$ cat src/hdl/evaluation_stack_alu_defines.svh
// Assertion macros shared by the evaluation stack RTL.
// Expects clk_i and rst_ni in the scope where a macro is used.
`ifndef EVALUATION_STACK_ALU_DEFINES_SVH
`define EVALUATION_STACK_ALU_DEFINES_SVH

// Same-cycle implication.
`define ESA_ASSERT_IMP(name, ante, cons, msg) \
  name: assert property (@(posedge clk_i) disable iff (!rst_ni) (ante) |-> (cons)) \
    else $error(msg);

// Next-cycle implication.
`define ESA_ASSERT_NXT(name, ante, cons, msg) \
  name: assert property (@(posedge clk_i) disable iff (!rst_ni) (ante) |=> (cons)) \
    else $error(msg);

`endif

$ cat src/hdl/esa_mem.sv
// Stack word store: one write port, one read port with registered data.
// No dependencies.
module esa_mem #(
  parameter int DEPTH = 128,
  parameter int WIDTH = 32
) (
  input  logic                     clk_i,
  input  logic                     we_i,
  input  logic [$clog2(DEPTH)-1:0] waddr_i,
  input  logic [WIDTH-1:0]         wdata_i,
  input  logic [$clog2(DEPTH)-1:0] raddr_i,
  output logic [WIDTH-1:0]         rdata_o
);

  logic [WIDTH-1:0] mem_q [DEPTH];

  always_ff @(posedge clk_i) begin
    if (we_i) begin
      mem_q[waddr_i] <= wdata_i;
    end
    rdata_o <= mem_q[raddr_i];
  end

endmodule

$ cat config.mk
export PLATFORM = sky130hd
export DESIGN_NAME = esa_mem
export DESIGN_NICKNAME = d
export VERILOG_FILES = /design/src/hdl/evaluation_stack_alu_defines.svh /design/src/hdl/esa_mem.sv
export SDC_FILE = /design/constraint.sdc
export NUM_CORES = 2
export LEC_CHECK = 0
export BUFFER_PORTS_ARGS = -buffer_cell sky130_fd_sc_hd__clkbuf_2
export CAP_MARGIN = 20
export CORE_ASPECT_RATIO = 1.75
export CORE_MARGIN = 10
export CORE_UTILIZATION = 30
export DETAILED_ROUTE_END_ITERATION = 8
export GPL_TIMING_DRIVEN = 0
export SLEW_MARGIN = 15
export SYNTH_ARGS = -nofsm -noshare
export SYNTH_HDL_FRONTEND = slang
export SYNTH_SLANG_ARGS = --single-unit
$ cat constraint.sdc
create_clock -name clk_i -period 8.1 [get_ports clk_i]
set_input_delay 0.81 -clock clk_i [delete_from_list [all_inputs] [get_ports clk_i]]
set_output_delay 0.81 -clock clk_i [all_outputs]
set_load 0.02 [all_outputs]
# Word-level counts from Yosys, hierarchy flattened
# Memory sizes are Yosys's and may differ from the RTL's. A register that Yosys moved wholly into a read port is not among the register bits.
# Cells that the tools add are included.
# W data, S select, Z words.
# classes
muxes	2
# op_table
operator	n
$mux W1	2
# totals
memories	1
register_bits	0
mem_bits_rw	4096
output_inout_bits	32
# memory_table
memory	depth	word_bits	read_ports	rd_clocked_by_memory_dff	wr	line_no	source
mem_q	128	32	1	1	1	esa_mem.sv:15	logic [WIDTH-1:0] mem_q [DEPTH];

# Longest topological paths before layout
# depth
word_depth	2
depth_mapped	8
mapped_depth_nobuf	4

# Worst setup path before layout
# OpenSTA, ideal clock, no wires.
# synth_path
kind	input port to flip-flop
from	input we_i
to	memory mem_q[98][0] (enable)
path_slack_ns	4.051
arrival_time_ns	3.588
t_required_ns	7.639
path_stages	3
cell_sequence	clkbuf_1 > nand4_1 > nor3_1
# synth_between
elab_chain_len	2
# synth_rtl
element	line_no	source
from (decl)	esa_mem.sv:8	input logic we_i,
$mux W1	esa_mem.sv:18	if (we_i) begin
$mux W1 (implied by the code)	esa_mem.sv:19	mem_q[waddr_i] <= wdata_i;
to (decl)	esa_mem.sv:15	
# No other way between the ends.

==> metrics.log <==
[metrics] antenna violations before repair: 117
[metrics] chain of cells forming the critical path: clkbuf_1 > buf_2 > clkbuf_2 > clkbuf_1 > mux4_2 > mux4_2 > mux4_2 > mux2_2
[metrics] I/O pin cnt: 80
[metrics] startpoint of the tightest hold check path: wdata_i[4]
[metrics] unrepaired setup endpoints after global routing: false
[metrics] Largest stage delay, worst path: 740 ps
[metrics] count of buffers inserted at the top-level ports: 68
[metrics] element type at the critical path start: input port
[metrics] maximum root-to-sink buffer count: 4
[metrics] layout net count: 6677
[metrics] critical-path cell with the highest stage delay: sky130_fd_sc_hd__clkbuf_2
[metrics] leading post-synthesis cells by cell area: sky130_fd_sc_hd__edfxtp_1 79%, sky130_fd_sc_hd__mux4_2 19%, sky130_fd_sc_hd__clkbuf_1 0.44%, sky130_fd_sc_hd__dfxtp_1 0.41%, sky130_fd_sc_hd__nor2_1 0.29%
[metrics] setup slack of the most critical reg-to-reg path: 5310 ps
[metrics] area of the die: 0.551 mm²
[metrics] library cell with the largest summed area after synthesis: sky130_fd_sc_hd__edfxtp_1
[metrics] htree depth: 5
[metrics] post-detailed-placement cell area: 0.171 mm²
[metrics] DRT Wirelength: 461000 µm
[metrics] netlist area before placement: 0.156 mm²
[metrics] number of global-route vias before repair: 73900
[metrics] R2R Path End: rdata_o[14]$_DFF_P_
[metrics] worst skew pair latency: 950 ps
[metrics] number of placement rows: 350
[metrics] number of buffers added by the clock tree synthesis step: 336
[metrics] antenna-violating nets left: 0
[metrics] half-perimeter wire length after detailed placement: 326000 µm
[metrics] P&R area growth vs syn: 17.4%
[metrics] count of maximum capacitance violations: 0
[metrics] part of the Yosys area used for sequential elements: 0.791
[metrics] Crit. End Element: register
[metrics] fraction of final layout cells with drive strength greater than 1: 0.352
[metrics] maximum fanout count along the critical path: 10
[metrics] total iterations of the first detailed-routing run: 6
[metrics] hold endpoint: mem_q[57][4]$_DFFE_PP_
[metrics] overall track demand over capacity in global routing: 0.162
[metrics] final max-slew violation count: 0
[metrics] largest net degree at the start of global routing: 113
[metrics] WL per Instance: 32.6 µm
[metrics] critical path class: input port to register
[metrics] Initial Util: 0.301
[metrics] Relative slew margins: 0.181
[metrics] global-route congestion overflow total: 0
[metrics] Max VDD drop: 0.168 mV
[metrics] Reg2Reg Depth: 4
[metrics] Static Leakage: 0.0546 µW
[metrics] Least-Margin Pin Slew: 1230 ps
[metrics] drt initial violations: 8593
[metrics] last weighted congestion value of the routability-driven placer: 0.901
[metrics] Hold Crit Class: input port to register
[metrics] Final Instance Count excl. Fillers: 14100
[metrics] number of instances in the synthesized netlist: 5990
[metrics] FF+latch count, synth: 4128
[metrics] average footprint of a synthesized cell: 26.1 µm²
[metrics] total placed cells including tap cells: 13100
[metrics] crit path DAT: 5310 ps
[metrics] result of the run: complete, no violations
[metrics] power density over cell area: 235 mW/mm²
[metrics] count of endpoints failing setup in the final report: 0
[metrics] hold buffer count at cts: 0
[metrics] minimum hold slack: 200 ps
[metrics] worst setup skew after layout: 65.3 ps
[metrics] vias per cell: 5.04
[metrics] remaining design rule violation count: 0
[metrics] Min Clock Period, post-route: 4490 ps
[metrics] fillcell total: 46600
[metrics] TritonCTS clock tree: done
[metrics] number of endpoints with negative hold slack in the final report: 0
[metrics] number of sinks handled by clock tree synthesis: 4128
[metrics] number of synthesis warnings: 0
[metrics] Req. time, crit path: 8920 ps
[metrics] final non-filler cell area: 0.183 mm²
[metrics] clock slew at reported path FFs: 70 ps
[metrics] distinct cell type count after synthesis: 17
[metrics] Most common cell on crit path: sky130_fd_sc_hd__mux4_2
[metrics] root buffer cell: sky130_fd_sc_hd__clkbuf_16
[metrics] reg2reg start: mem_q[21][14]$_DFFE_PP_
[metrics] top cell type's share of synthesized area: 0.787
[metrics] post-CTS setup buffers: 0
[metrics] maximum clock frequency: 223 MHz
[metrics] worst hold stages: 1
[metrics] fraction of the cycle the final worst path needs: 0.554
[metrics] wire length of the first global-routing pass: 620000 µm
[metrics] Resized Gates After CTS: 0
[metrics] Chip Height: 975 µm
[metrics] via total after detailed routing: 71100
[metrics] x dimension of the die: 566 µm
[metrics] core region area: 0.519 mm²
[metrics] nets in the synthesized netlist: 6038
[state kept, by name (all words and copies together), names as in the netlist]
signal and count:
mem_q 4096, rdata_o 32
[worst max-delay path by stage]
| stage | cells past startpoint | slack, ps | from | to |
|---|---|---|---|---|
| after global routing | 9 | 3660 | raddr_i[2] | rdata_o[19]$_DFF_P_ |
| final | 8 | 3610 | raddr_i[2] | rdata_o[23]$_DFF_P_ |
| after global placement | 4 | -30 | waddr_i[3] | mem_q[98][17]$_DFFE_PP_ |
| after floorplan | 3 | 4050 | we_i | mem_q[98][0]$_DFFE_PP_ |
| after CTS | 8 | 3760 | raddr_i[2] | rdata_o[19]$_DFF_P_ |
| after detailed placement | 8 | 2740 | raddr_i[2] | rdata_o[19]$_DFF_P_ |
[cell families (layout without fill, tap and decap cells)]
kind of cell / after synthesis / count (layout) / synth area share
buf+inv: 316 / 1214 / 0.00839
mux: 1376 / 1376 / 0.196
other cells: 0 / 361 / 0
flops: 4128 / 4128 / 0.791
simple gates: 170 / 170 / 0.00446
[layer usage]
metal,up-vias,global-route usage,part of all wire
met2,3080,0.291,0.54
met3,894,0.0264,0.059
li1,28000,-,-
met5,-,0,0.00025
met1,39100,0.158,0.30
met4,18,0.148,0.10
[report_power, final]
group | total, µW | internal, µW | switching, µW
Sequential | 23600 | 23600 | 54.2
Clock | 16800 | 9120 | 7700
Combinational | 2700 | 932 | 1770
Total | 43100 | 33600 | 9520
[cells in the mapped netlist]
| master | number |
|---|---|
| sky130_fd_sc_hd__dfxtp_1 | 32 |
| sky130_fd_sc_hd__nand4_1 | 3 |
| sky130_fd_sc_hd__nor3_1 | 9 |
| sky130_fd_sc_hd__nand3_1 | 12 |
| sky130_fd_sc_hd__nor2b_1 | 7 |
| sky130_fd_sc_hd__mux2_2 | 32 |
| sky130_fd_sc_hd__nand2b_1 | 2 |
| sky130_fd_sc_hd__clkbuf_1 | 182 |
| sky130_fd_sc_hd__buf_4 | 3 |
| sky130_fd_sc_hd__or3_1 | 1 |
| sky130_fd_sc_hd__nor2_1 | 122 |
| sky130_fd_sc_hd__buf_6 | 2 |
| sky130_fd_sc_hd__mux4_2 | 1344 |
| sky130_fd_sc_hd__buf_1 | 50 |
| sky130_fd_sc_hd__edfxtp_1 | 4096 |
| sky130_fd_sc_hd__buf_2 | 79 |
| sky130_fd_sc_hd__nand2_1 | 14 |
[cell type report]
cell class | count | area (µm²) | share of cell area
Timing Repair Buffer | 301 | 5660 | 0.0308
Multi-Input combinational cell | 1546 | 32300 | 0.176
Sequential cell | 4128 | 124000 | 0.674
Antenna cell | 361 | 903 | 0.00492
Tap cell | 6864 | 8590 | 0.0468
Buffer | 316 | 1370 | 0.00744
Clock inverter | 202 | 2210 | 0.0121
Clock buffer | 395 | 8800 | 0.0480
[worst max-delay path, delay by kind of cell]
family / cells / cell delay [ps]
mux: 4 / 2120
buf+inv: 4 / 2300
[stage by stage]
step	power (µW)	util	worst slack, ps	setup TNS, ps
after floorplan	25200	-	4050	0
final	43100	0.353	3610	0
after global routing	44200	0.353	3660	0
after CTS	43300	0.352	3760	0
after detailed placement	26800	0.330	2740	0
after global placement	26700	0.318	-28.6	-604
[cells in the final DEF, fill, tap and decap left out, drive strengths merged]
cell      netlist  routed
clkinvlp        0      19
nand3          12      12
nand2b          2       2
mux2           32      32
or3             1       1
buf           134     366
inv             0      15
mux4         1344    1344
nand2          14      14
bufinv          0      40
nor2          122     122
nand4           3       3
clkbuf        182     646
nor3            9       9
diode           0     361
clkinv          0     128
nor2b           7       7
edfxtp       4096    4096
dfxtp          32      32
Note: power is estimated with default switching activity, not from simulation.
