File: config.mk
export PLATFORM = sky130hd
export DESIGN_NAME = esa_alu
export DESIGN_NICKNAME = d
export VERILOG_FILES = /design/src/hdl/evaluation_stack_alu_defines.svh /design/src/hdl/esa_pkg.sv /design/src/hdl/esa_alu.sv
export SDC_FILE = /design/constraint.sdc
export NUM_CORES = 1
export LEC_CHECK = 0
export BUFFER_PORTS_ARGS = -buffer_cell sky130_fd_sc_hd__buf_4
export CORE_MARGIN = 2
export CORE_UTILIZATION = 55
export DETAILED_ROUTE_END_ITERATION = 10
export GPL_TIMING_DRIVEN = 0
export HOLD_SLACK_MARGIN = 0.1
export MAX_ROUTING_LAYER = met4
export PLACE_DENSITY_LB_ADDON = 0.1
export SYNTH_ARGS = -nofsm -noshare
export SYNTH_HDL_FRONTEND = slang
export SYNTH_SLANG_ARGS = --single-unit
File: constraint.sdc
create_clock -name clk_i -period 6.61 [get_ports clk_i]
set_input_delay 0.3305 -clock clk_i [delete_from_list [all_inputs] [get_ports clk_i]]
set_output_delay 0.3305 -clock clk_i [all_outputs]
set_load 0.03 [all_outputs]
File: src/hdl/evaluation_stack_alu_defines.svh
// Assertion macros shared by the evaluation stack RTL.
// Expects clk_i and rst_ni in the scope where a macro is used.
`ifndef EVALUATION_STACK_ALU_DEFINES_SVH
`define EVALUATION_STACK_ALU_DEFINES_SVH

// Same-cycle implication.
`define ESA_ASSERT_IMP(name, ante, cons, msg) \
  name: assert property (@(posedge clk_i) disable iff (!rst_ni) (ante) |-> (cons)) \
    else $error(msg);

// Next-cycle implication.
`define ESA_ASSERT_NXT(name, ante, cons, msg) \
  name: assert property (@(posedge clk_i) disable iff (!rst_ni) (ante) |=> (cons)) \
    else $error(msg);

`endif

File: src/hdl/esa_pkg.sv
// Shared types, codes and constants of the evaluation stack.
// No dependencies; used by the interfaces, esa_alu, the top module and the testbench.
package esa_pkg;

  localparam int STACK_DEPTH_DEF = 128;
  localparam int WORD_BITS_DEF   = 32;

  localparam int FUNC_W   = 4;
  localparam int OPND_W   = 32;
  localparam int STATUS_W = 3;
  localparam int CAP_W    = 8;
  localparam int COUNT_W  = 8;

  localparam logic [CAP_W-1:0] CAP_RESET = 8'd128;

  typedef enum logic [FUNC_W-1:0] {
    FN_PUSH  = 4'd0,
    FN_POP   = 4'd1,
    FN_PEEK  = 4'd2,
    FN_ADD   = 4'd3,
    FN_SUB   = 4'd4,
    FN_MUL   = 4'd5,
    FN_DIV   = 4'd6,
    FN_AND   = 4'd7,
    FN_OR    = 4'd8,
    FN_ALLOC = 4'd9
  } func_e;

  typedef enum logic [STATUS_W-1:0] {
    ST_OK    = 3'd0,
    ST_FULL  = 3'd1,
    ST_EMPTY = 3'd2,
    ST_FEW   = 3'd3,
    ST_DIVZ  = 3'd4
  } status_e;

  typedef enum logic [2:0] {
    ALU_ADD,
    ALU_SUB,
    ALU_MUL,
    ALU_DIV,
    ALU_AND,
    ALU_OR
  } alu_op_e;

  typedef struct packed {
    logic    start;
    alu_op_e op;
  } alu_req_t;

  function automatic alu_op_e func_to_alu(input logic [FUNC_W-1:0] f);
    alu_op_e op;
    op = ALU_ADD;
    case (f)
      FN_SUB:  op = ALU_SUB;
      FN_MUL:  op = ALU_MUL;
      FN_DIV:  op = ALU_DIV;
      FN_AND:  op = ALU_AND;
      FN_OR:   op = ALU_OR;
      default: op = ALU_ADD;
    endcase
    return op;
  endfunction

endpackage

File: src/hdl/esa_alu.sv
// Shared iterative ALU: one adder serves add, sub, shift-add multiply
// and restoring divide. Depends on esa_pkg.
module esa_alu #(
  parameter int WIDTH = esa_pkg::WORD_BITS_DEF
) (
  input  logic              clk_i,
  input  logic              rst_ni,
  input  esa_pkg::alu_req_t req_i,
  input  logic [WIDTH-1:0]  a_i,
  input  logic [WIDTH-1:0]  b_i,
  output logic              done_o,
  output logic [WIDTH-1:0]  result_o
);

  localparam int CNTW = $clog2(WIDTH);

  typedef enum logic [2:0] {
    A_IDLE,
    A_ONE,
    A_NEGA,
    A_NEGB,
    A_ITER,
    A_NEGQ
  } alu_state_e;

  alu_state_e       state_q;
  esa_pkg::alu_op_e op_q;
  logic [WIDTH-1:0] acc_q;   // addend, product or remainder
  logic [WIDTH-1:0] dvd_q;   // multiplicand or dividend/quotient
  logic [WIDTH-1:0] opb_q;   // second operand, multiplier or divisor
  logic             neg_q;
  logic [CNTW-1:0]  cnt_q;
  logic             done_q;
  logic [WIDTH-1:0] res_q;

  logic [WIDTH-1:0] add_x;
  logic [WIDTH-1:0] add_y;
  logic             add_inv;
  logic [WIDTH:0]   sum;
  logic [WIDTH-1:0] shifted;

  assign shifted = {acc_q[WIDTH-2:0], dvd_q[WIDTH-1]};

  always_comb begin
    add_x   = acc_q;
    add_y   = opb_q;
    add_inv = 1'b0;
    unique case (state_q)
      A_ONE: begin
        add_inv = (op_q == esa_pkg::ALU_SUB);
      end
      A_NEGA, A_NEGQ: begin
        add_x   = '0;
        add_y   = dvd_q;
        add_inv = 1'b1;
      end
      A_NEGB: begin
        add_x   = '0;
        add_inv = 1'b1;
      end
      A_ITER: begin
        if (op_q == esa_pkg::ALU_MUL) begin
          add_y = dvd_q;
        end else begin
          add_x   = shifted;
          add_inv = 1'b1;
        end
      end
      default: ;
    endcase
    sum = {1'b0, add_x} + {1'b0, add_y ^ {WIDTH{add_inv}}} + (WIDTH+1)'(add_inv);
  end

  always_ff @(posedge clk_i or negedge rst_ni) begin
    if (!rst_ni) begin
      state_q <= A_IDLE;
      op_q    <= esa_pkg::ALU_ADD;
      acc_q   <= '0;
      dvd_q   <= '0;
      opb_q   <= '0;
      neg_q   <= 1'b0;
      cnt_q   <= '0;
      done_q  <= 1'b0;
      res_q   <= '0;
    end else begin
      done_q <= 1'b0;
      unique case (state_q)
        A_IDLE: begin
          if (req_i.start) begin
            op_q  <= req_i.op;
            opb_q <= b_i;
            neg_q <= a_i[WIDTH-1] ^ b_i[WIDTH-1];
            cnt_q <= CNTW'(WIDTH - 1);
            unique case (req_i.op)
              esa_pkg::ALU_MUL: begin
                acc_q   <= '0;
                dvd_q   <= a_i;
                state_q <= A_ITER;
              end
              esa_pkg::ALU_DIV: begin
                acc_q   <= '0;
                dvd_q   <= a_i;
                state_q <= A_NEGA;
              end
              default: begin
                acc_q   <= a_i;
                state_q <= A_ONE;
              end
            endcase
          end
        end
        A_ONE: begin
          unique case (op_q)
            esa_pkg::ALU_AND: res_q <= WIDTH'((acc_q != '0) && (opb_q != '0));
            esa_pkg::ALU_OR:  res_q <= WIDTH'((acc_q != '0) || (opb_q != '0));
            default:          res_q <= sum[WIDTH-1:0];
          endcase
          done_q  <= 1'b1;
          state_q <= A_IDLE;
        end
        A_NEGA: begin
          // take magnitude of the dividend
          if (dvd_q[WIDTH-1]) begin
            dvd_q <= sum[WIDTH-1:0];
          end
          state_q <= A_NEGB;
        end
        A_NEGB: begin
          if (opb_q[WIDTH-1]) begin
            opb_q <= sum[WIDTH-1:0];
          end
          state_q <= A_ITER;
        end
        A_ITER: begin
          if (op_q == esa_pkg::ALU_MUL) begin
            // add shifted multiplicand when the multiplier bit is set
            if (opb_q[0]) begin
              acc_q <= sum[WIDTH-1:0];
            end
            dvd_q <= {dvd_q[WIDTH-2:0], 1'b0};
            opb_q <= {1'b0, opb_q[WIDTH-1:1]};
            if (cnt_q == '0) begin
              res_q   <= opb_q[0] ? sum[WIDTH-1:0] : acc_q;
              done_q  <= 1'b1;
              state_q <= A_IDLE;
            end
          end else begin
            // restoring step: keep the difference when no borrow
            acc_q <= sum[WIDTH] ? sum[WIDTH-1:0] : shifted;
            dvd_q <= {dvd_q[WIDTH-2:0], sum[WIDTH]};
            if (cnt_q == '0) begin
              state_q <= A_NEGQ;
            end
          end
          cnt_q <= cnt_q - 1'b1;
        end
        A_NEGQ: begin
          res_q   <= neg_q ? sum[WIDTH-1:0] : dvd_q;
          done_q  <= 1'b1;
          state_q <= A_IDLE;
        end
        default: state_q <= A_IDLE;
      endcase
    end
  end

  assign done_o   = done_q;
  assign result_o = res_q;

endmodule

# Word-level counts from Yosys, hierarchy flattened
# Index checks and enable logic that the tools add are counted.
[word_totals]
reg_bits = 141
in_bits = 70
output_inout_bits = 33
[classes]
n_addsub = 3
n_eq_ne = 17
n_mux = 37
n_bitwise = 2
n_reduce_logical = 22
[ops]
columns = ["op", "n"]
rows = [
  ["two-way mux 32 bit", 16],
  ["case mux 32 bit (3 select lines)", 3],
  ["case mux 32 bit (2 select lines)", 4],
  ["nonzero test 32 bit", 2],
  ["adder 32 x 32 -> 33 bit", 1],
  ["adder 33 x 1 -> 33 bit", 1],
  ["XOR 32 bit", 1],
  ["== test 3 x 2 -> 1 bit, second input constant", 5],
  ["== test 3 bit, second input constant", 4],
  ["two-way mux 3 bit", 4],
  ["!= test 2 bit, second input constant", 6],
  ["case mux 3 bit (4 select lines)", 1],
  ["case mux 5 bit (2 select lines)", 1],
  ["AND reduction 3 bit", 3],
  ["nonzero test 3 bit", 3],
  ["AND reduction 4 bit", 2],
  ["== test 3 x 1 -> 1 bit, second input constant", 2],
  ["case mux 3 bit (2 select lines)", 1],
  ["AND reduction 2 bit", 3],
  ["OR reduction 2 bit", 3],
  ["logical NOT 5 bit", 1],
  ["two-way mux 5 bit", 1],
  ["subtractor 5 x 1 -> 5 bit, second input constant", 1],
  ["two-way mux 1 bit", 4],
  ["other kinds (8)", 8],
]

# Depth between registers and ports, before layout
# Gate-level depths: netlist (run 1).
[depth]
word_depth = 10
depth_mapped = 22
depth_no_buf = 17

# Worst setup path before layout (run 1)
# No wires, ideal clock.
[synth_path]
path_kind = "register to register"
from = "reg state_q[1]"
to = "reg acc_q[31]"
setup_ps = 141
arrival_ps = 4502
setup_slack_ps = 1967
path_stages_with_launch = 20
cell_sequence = "dfrtp_1 -> buf_2 -> buf_1 -> nand2_1 -> o21ai_1 -> clkbuf_1 -> mux2i_1 -> xnor2_1 -> ha_1 -> buf_2 -> nand3_1 -> a211oi_1 -> o2111ai_1 -> nand3_1 -> nor3_1 -> o31a_1 -> clkbuf_1 -> a311o_1 -> a2111oi_1 -> a211oi_2"
[synth_via]
elab_chain_cells = 9
[synth_rtl]
columns = ["element", "line", "text"]
rows = [
  ["from (decl)", "esa_alu.sv:26", "alu_state_e state_q;"],
  ["from (signal assigned)", "esa_alu.sv:76", "state_q <= A_IDLE;"],
  ["from (signal assigned)", "esa_alu.sv:98", "state_q <= A_ITER;"],
  ["from (signal assigned)", "esa_alu.sv:103", "state_q <= A_NEGA;"],
  ["== test 3 x 2 -> 1 bit or == test 3 bit (tied branches)", "esa_alu.sv:48", "unique case (state_q)"],
  ["OR reduction 3 bit (no line) or OR reduction 2 bit (tied branches)", "-", ""],
  ["case mux 1 bit (3 select lines) or case mux 32 bit (2 select lines) (tied branches)", "esa_alu.sv:48", ""],
  ["XOR 32 bit", "esa_alu.sv:71", "sum = {1'b0, add_x} + {1'b0, add_y ^ {WIDTH{add_inv}}} + (WIDTH+1)'(add_inv);"],
  ["adder 32 x 32 -> 33 bit", "esa_alu.sv:71", ""],
  ["adder 33 x 1 -> 33 bit", "esa_alu.sv:71", ""],
  ["two-way mux 32 bit (on tied branches)", "esa_alu.sv:149, esa_alu.sv:137", ""],
  ["two-way mux 32 bit", "esa_alu.sv:135", "if (op_q == esa_pkg::ALU_MUL) begin"],
  ["case mux 32 bit (2 select lines)", "esa_alu.sv:87", "unique case (state_q)"],
  ["to (signal assigned)", "esa_alu.sv:106", "acc_q <= a_i;"],
  ["to (signal assigned)", "esa_alu.sv:138", "acc_q <= sum[WIDTH-1:0];"],
  ["to (signal assigned)", "esa_alu.sv:149", "acc_q <= sum[WIDTH] ? sum[WIDTH-1:0] : shifted;"],
  ["to (decl)", "esa_alu.sv:28", "logic [WIDTH-1:0] acc_q;"],
]
# Parallel ways exist; a longest one is shown, timed or not.
# A chain may end at the register's enable or synchronous reset.

# Worst setup path in the final report (run 1)
[layout_path]
from = "reg op_q[2]"
to = "reg acc_q[31]"
[layout_via]
elab_chain_cells = 9
[layout_rtl]
columns = ["element", "line", "text"]
rows = [
  ["from (decl)", "esa_alu.sv:27", "esa_pkg::alu_op_e op_q;"],
  ["from (signal assigned)", "esa_alu.sv:77", "op_q <= esa_pkg::ALU_ADD;"],
  ["from (signal assigned)", "esa_alu.sv:90", "op_q <= req_i.op;"],
  ["== test 3 x 2 -> 1 bit", "esa_alu.sv:62, esa_alu.sv:135", ""],
  ["two-way mux 1 bit or two-way mux 32 bit (tied branches)", "esa_alu.sv:62", "if (op_q == esa_pkg::ALU_MUL) begin"],
  ["case mux 1 bit (3 select lines) or case mux 32 bit (2 select lines) (tied branches)", "esa_alu.sv:48", ""],
  ["XOR 32 bit", "esa_alu.sv:71", ""],
  ["adder 32 x 32 -> 33 bit", "esa_alu.sv:71", ""],
  ["adder 33 x 1 -> 33 bit", "esa_alu.sv:71", ""],
  ["two-way mux 32 bit (on tied branches)", "esa_alu.sv:149, esa_alu.sv:137", ""],
  ["two-way mux 32 bit *", "esa_alu.sv:135", ""],
  ["case mux 32 bit (2 select lines) *", "esa_alu.sv:87", ""],
]
# Mark *: on every way between the ends. The rest lies on a longest branch, timed or not.

==> impl_results.md, run 1 <==
* Status: completed
* # setup viols final at 0
* Slew headroom at 5.87%
* Worst-path cell chain: nor3b_2 > o21ai_1 > o21ai_1 > clkbuf_1 > mux2i_1 > xnor2_1 > ha_1 > clkbuf_1 > a21oi_1 > o21ai_0 > a31oi_1 > nand3_1 > nor3_2 > o31a_1 > clkbuf_1 > nor2_2 > a2111oi_1 > a211oi_2
* CP arrival at roughly 6.8 ns
* Number of diodes at 0
* Gr ovfl total at 0
* Via density at 7.00
* Clk pin slew, worst setup/hold paths at around 0.070 ns
* Mapped cell area at ~0.011 mm^2
* Average size of a mapped cell at 7.93 um^2
* Async SR Flop Fraction at 100%
* Post-route ant nets at 0
* Max_cap viols at 0
* Crit path time final at 6.48 ns
* PortBufs at 102
* Clk sinks at 141
* CTS tree: done
* Area leader, netlist: dfrtp_1
* Synth Area in Simple Gates at 17.5%
* Delay of the slowest cell on the worst path at 0.75 ns
* Worst Max-Slew Pin Slew at 1.41 ns
* Area contributors post-synth: dfrtp_1 32%, a21oi_1 9.7%, nor2_1 8.6%
* Critical path fanouts, max at 10
* DIE HEIGHT at 146 um
* Sequential element share of the synthesized area at 32.0%
* Vias at 12,535
* Commonest non-fill, non-tap cell in the layout: nor2_1
* Syn Nets at 1,493
* Area share of the largest cell type after synthesis at about a third
* Crit Path Class: reg -> reg
* Core area at 0.0196 mm^2
* Final Skew at ~0.019 ns
* Starting Density at 56.2%
* Site row count at 51
* R2R Setup Slk at 0.13 ns
* Worst EP required at 6.91 ns
* Worst hold path type: in -> reg
* DRT iter0 DRCs at 2,076
* Commonest cells after routing, fill and taps aside: 250 x nor2_1, 213 x a21oi_1, 141 x dfrtp_1
* First-pass DRT Iterations at 9
* Setup slack after layout at 0.133 ns
* Clk_lat worst skew at 0.44 ns
* Largest net degree at the start of global routing at 93
* Final period utilization at 98.0%
* Core Util, Final at 65.3%
* Initial antenna violation count at 0
* Final #Nets at ~1,600
* Largest family of logic cells by synthesized area: compound AO/OA/AOI/OAI gates
* CTS Buffer Depth at 2
* Critical path's slowest cell: clkbuf_1
* Crit end category: flop
* Gr usage total at 46.3%
* Synth unique cells at between 70 and 80
* Worst setup SP type: flop
* Placer Congestion at 1.08
* Die ar. at 0.0212 mm^2
* First-pass GRT wire length at 71,800 um
* Fillers at 1,783
* Adder-Cell Fraction of Synth Area at 4.02%
* H-tree depth at 4
* F_max at 0.154 GHz
* Layout cell share with drive strength beyond 1 at 11.6%
* Setup Fix Bufs, Post-CTS at 0
* Clock Root Buffer: clkbuf_16
* Synth Flop Type: dfrtp_1
* Post-synthesis mux area share at 5.88%
* Die extent in x at 146 um
* DRC Markers at 0
* Number of synthesized flops with an enable pin at 0
* Mapped Cells at about 1,400
* DP Wirelength at 36,600 um
* Routed len/inst at 27.4 um
* Critical Path Most Common Cell: clkbuf_1
* Xor/xnor share of the synthesized area at 5.24%
* YS warnings at 0
* Count of pins over their slew limit at 0
* P&R area growth vs syn at 16.2%
* IO Pins at 103
* Vias in the first global route at 11,762
* CTS Buf Count at 17
* #FFs+latches synth at roughly 140
* Final hold violation count at 0
* Synth Area in Compound Gates at 30.8%
* Pre-CTS setup slack at 0.0692 ns
* WL final at 49,000 um
## cell usage after synthesis (all sizes together) (3+ instances only)
cell    number
a211oi      17
a21o        18
a21oi      214
a221o        8
a221oi      27
a222oi      41
a22o         9
a22oi       37
a31oi       15
and2         4
and3         5
buf         18
clkbuf      89
dfrtp      141
ha          33
inv         23
mux2        12
mux2i       50
nand2      107
nand2b       9
nand3       11
nand4       10
nor2       251
nor2b        9
nor3         7
nor3b        4
nor4        16
nor4b        4
o211ai       8
o21a         8
o21ai       50
o21bai      10
o221ai       6
o22a         6
o22ai        9
o31ai        6
or2          3
or3          4
xnor2       55
xor2        10
## repair_timing
action                                 CTS  global route
resized for setup                        0            14
endpoints found under the hold margin   49             0
setup endpoints to repair                0            35
hold buffers                             1             0
## layer usage
layer	global-route usage, %	share of wire, %	vias to the layer above
met5	-	0	-
met4	27.5	7.4	0
met3	11.8	13	261
met2	67.5	43	982
met1	58.1	37	5909
li1	-	-	5383
## area by class of cell
cell class                      instances  area (um^2)  area share, %
Buffer                                107          419           3.28
Clock buffer                           17          425           3.32
Clock inverter                         15          194           1.52
Inverter                               24         90.1          0.704
Multi-Input combinational cell       1117         7000           54.7
Sequential cell                       141         3530           27.6
Tap cell                              265          332           2.59
Timing Repair Buffer                  104          807           6.31
## sequential cells by signal, summed over array words and instances, names as in the netlist
signal,count
cnt_q,5
state_q,3
done_o,1
opb_q,32
dvd_q,32
result_o,32
acc_q,32
neg_q,1
op_q,3
## worst paths after layout
kind	from	endpoint	cells past startpoint
max in group asynchronous	rst_ni	result_o[21]	3
worst min register to register	cnt_q[0]	cnt_q[0]	1
min in group asynchronous	rst_ni	opb_q[3]	2
worst max register to register	op_q[2]	acc_q[31]	18
worst min-delay path	req_i[2]	op_q[2]	3
worst max-delay path	op_q[2]	acc_q[31]	18
## cells by family (layout without fill, tap and decap cells)
| group | Yosys count | after routing |
|---|---|---|
| XOR/XNOR | 65 | 65 |
| adder cells (fa/ha/maj) | 35 | 35 |
| AND/OR/NAND/NOR | 449 | 449 |
| buffers and inverters | 131 | 267 |
| AO/OA/AOI/OAI | 506 | 506 |
| flip-flops | 141 | 141 |
| multiplexers | 62 | 62 |
## critical path: cells and delay by family, from the launching register on
| kind | cells | cell delay (ns) |
|---|---|---|
| DFF | 1 | 0.47 |
| and+or+nand+nor | 4 | 1.52 |
| xor gates and xnor gates | 1 | 0.10 |
| AOI/OAI and AO/OA | 8 | 2.21 |
| buffers and inverters | 3 | 1.39 |
| adders and majority gates | 1 | 0.33 |
| muxes | 1 | 0.30 |
## metrics by stage
step	instances	area, um^2	setup TNS, ns	hold WS [ns]
after floorplan	1389	11000	0	0.0349
after global placement	1756	12100	0	0.478
after detailed placement	1757	12100	0	0.311
after CTS	1790	12800	0	0.112
after global routing	1790	12800	-0.0558	0.111
final	1790	12800	0	0.112
Power of run 1 is left out: the tool's default activity adds up to more than one toggle a clock period on the data nets, which glitch-free logic cannot reach.
==> run 2: changes to the inputs <==
--- a/config.mk
+++ b/config.mk
@@ -15,2 +15,3 @@
 export PLACE_DENSITY_LB_ADDON = 0.1
+export RECOVER_POWER = 50
 export SYNTH_ARGS = -nofsm -noshare
--- a/constraint.sdc
+++ b/constraint.sdc
@@ -3,2 +3,2 @@
 set_output_delay 0.3305 -clock clk_i [all_outputs]
-set_load 0.03 [all_outputs]
+set_load 0.005 [all_outputs]
==> run 2 against run 1 <==
  * The run now ends with design-rule violations, max-capacitance violations, max-slew violations left
  * Utilization shrank 0.17 points
  * Final area shrank 0.26%
  * Non-clock buffer count is the same
  * Hold slack lost 0.0078 ns
  * Die area is the same
  * Global-route usage is the same
  * First-iteration DRC count grew 7.6%
  * Critical endpoint unchanged
  * Via count grew 0.84%
  * Clock-buffer cell count is the same
  * Routed wire length shrank 0.22%
  * Sequential cell count is the same
  * Critical path type unchanged
==> impl_results.md, run 2 (same netlist as run 1, synthesis figures left out) <==
* Die extent in x at 146 um (unchanged)
* Worst EP required at 6.91 ns (about the same)
* Largest net degree at the start of global routing at 93 (unchanged)
* Starting Density at 56.2% (unchanged)
* Delay of the slowest cell on the worst path at 0.73 ns (-0.02 ns)
* # setup viols final at 0 (unchanged)
* Worst-path cell chain: nor3b_2 > o21ai_1 > o21ai_1 > clkbuf_1 > mux2i_1 > xnor2_1 > ha_1 > clkbuf_1 > a21oi_1 > o21ai_0 > a31oi_1 > nand3_1 > nor3_2 > o31a_1 > clkbuf_1 > nor2_2 > a2111oi_1 > a211oi_2
* Total negative setup slack at 0 ns (unchanged)
* Critical path's slowest cell: clkbuf_1
* First-pass GRT wire length at 71,800 um (unchanged)
* Placer Congestion at 1.08 (unchanged)
* Initial antenna violation count at 0 (unchanged)
* Core area at 0.0196 mm^2 (unchanged)
* Hold Crit Depth at 3 (unchanged)
* DIE HEIGHT at 146 um (unchanged)
* Commonest cells after routing, fill and taps aside: 250 x nor2_1, 213 x a21oi_1, 141 x dfrtp_1
* Vias in the first global route at 11,762 (unchanged)
* Die ar. at 0.0212 mm^2 (unchanged)
* First-pass DRT Iterations at 11 (+2)
* CP arrival at 6.77 ns (about the same)
* PortBufs at 102 (unchanged)
* Routed len/inst at 27.3 um (-0.22%)
* P&R area growth vs syn at 15.9%
* Crit end category: flop
* M1 GR Usage at 58.1% (unchanged)
* Final #Nets at 1,616 (unchanged)
* WL final at 48,900 um (-0.22%)
* Final hold violation count at 0 (unchanged)
* Crit path time final at 6.47 ns (-0.0106 ns)
* Site row count at 51 (unchanged)
* Gr usage total at 46.3% (unchanged)
* Count of pins over their slew limit at 144 (+144)
* Clock Root Buffer: clkbuf_16
* GRT busiest layer: met2
* CTS Buf Count at 17 (unchanged)
* Final period utilization at 97.8% (-0.16 points)
* Post-route ant nets at 0 (unchanged)
* Commonest non-fill, non-tap cell in the layout: nor2_1
* Gr ovfl total at 0 (unchanged)
* IO Pins at 103 (unchanged)
* Slew headroom at -98.4% (-100 points)
* Clk pin slew, worst setup/hold paths at 0.07 ns (about the same)
* Critical Path Most Common Cell: clkbuf_1
* Status: finished with violations
* Clk_lat worst skew at 0.44 ns (about the same)
* Number of diodes at 0 (unchanged)
* CTS Buffer Depth at 2 (unchanged)
* F_max at 0.155 GHz (+0.16%)
* DRC Markers at 1 (+1)
* Via density at 7.06 (+0.84%)
* Met3 usage at 11.8% (unchanged)
* Worst hold path type: in -> reg
* Vias at 12,640 (+0.84%)
* Max_cap viols at 2 (+2)
* Critical path fanouts, max at 10 (unchanged)
* Worst setup SP type: flop
* CTS tree: done
* Layout cell share with drive strength beyond 1 at 11.5% (-0.13 points)
* Worst Max-Slew Pin Slew at 2.98 ns (+1.56 ns)
* H-tree depth at 4 (unchanged)
* FF-to-FF path depth at 18 (unchanged)
* Final Skew at 0.0154 ns (-0.00343 ns)
* Clk sinks at 141 (unchanged)
* DRT iter0 DRCs at 2,234 (+7.6%)
* Global-route met2 utilization at 67.5% (unchanged)
* Failing checks: design-rule violations, max-capacitance violations, max-slew violations
* Crit Path Class: reg -> reg
* DP Wirelength at 36,600 um (unchanged)
run 2: changes by cell type in the layout (fill, tap and decap cells not counted):
cell      previous run  this run
buf_4              102        69
clkbuf_4             0        32
clkbuf_1            84        86
buf_16               1         0
buf_6                1         0
clkbuf_2             5         6
run 2: repair_timing:
item / in CTS / in global routing
setup buffers: 0 / 0
hold buffers: 1 / 0
endpoints found under the hold margin: 49 / 0
gates resized for setup: 0 / 14
setup endpoints to repair: 0 / 35
run 2: stage by stage:
step / area [um^2] / setup slack (ns) / utilization [%] / cells / hold WS (ns)
2_1_floorplan: 11000 / 1.97 / - / 1389 / 0.0349
3_3_place_gp: 12100 / 0.123 / 61.8 / 1756 / 0.478
3_5_place_dp: 12100 / 0.0692 / 62.0 / 1757 / 0.311
4_1_cts: 12800 / 0.0415 / 65.2 / 1790 / 0.112
5_1_grt: 12800 / -0.0240 / 65.2 / 1790 / 0.111
6_report: 12800 / 0.144 / 65.2 / 1790 / 0.105
run 2: worst max-delay path: cells and delay by family, from the launching register on:
kind                       cells  cell delay (ns)
AOI/OAI and AO/OA              8             2.18
xor gates and xnor gates       1             0.10
adders and majority gates      1             0.33
buffers and inverters          3             1.36
DFF                            1             0.47
muxes                          1             0.29
and+or+nand+nor                4             1.55
run 2: final cells by class:
| class | count | area [um^2] |
|---|---|---|
| plain buffers | 107 | 419 |
| clock buffers | 17 | 425 |
| clock inverters | 15 | 194 |
| fillers | 1790 | 6830 |
| inverters | 24 | 90.1 |
| multi-input cells | 1117 | 7000 |
| flip-flops and latches | 141 | 3530 |
| well taps | 265 | 332 |
| repair buffers | 104 | 773 |
run 2: final timing paths:
path	slack, ns	start	end
max	0.14	op_q[2]	acc_q[31]
min	0.10	req_i[2]	op_q[2]
max reg2reg	0.14	op_q[2]	acc_q[31]
min reg2reg	0.50	result_o[25]	result_o[25]
max in group asynchronous	1.50	rst_ni	acc_q[27]
min in group asynchronous	1.40	rst_ni	opb_q[3]
run 2: layer usage:
layer	wire, um	part of all wire [%]
met2	21100	43
met5	0	0
met3	6310	13
met1	18000	37
met4	3520	7.2
Power of run 2 is left out for the same reason.
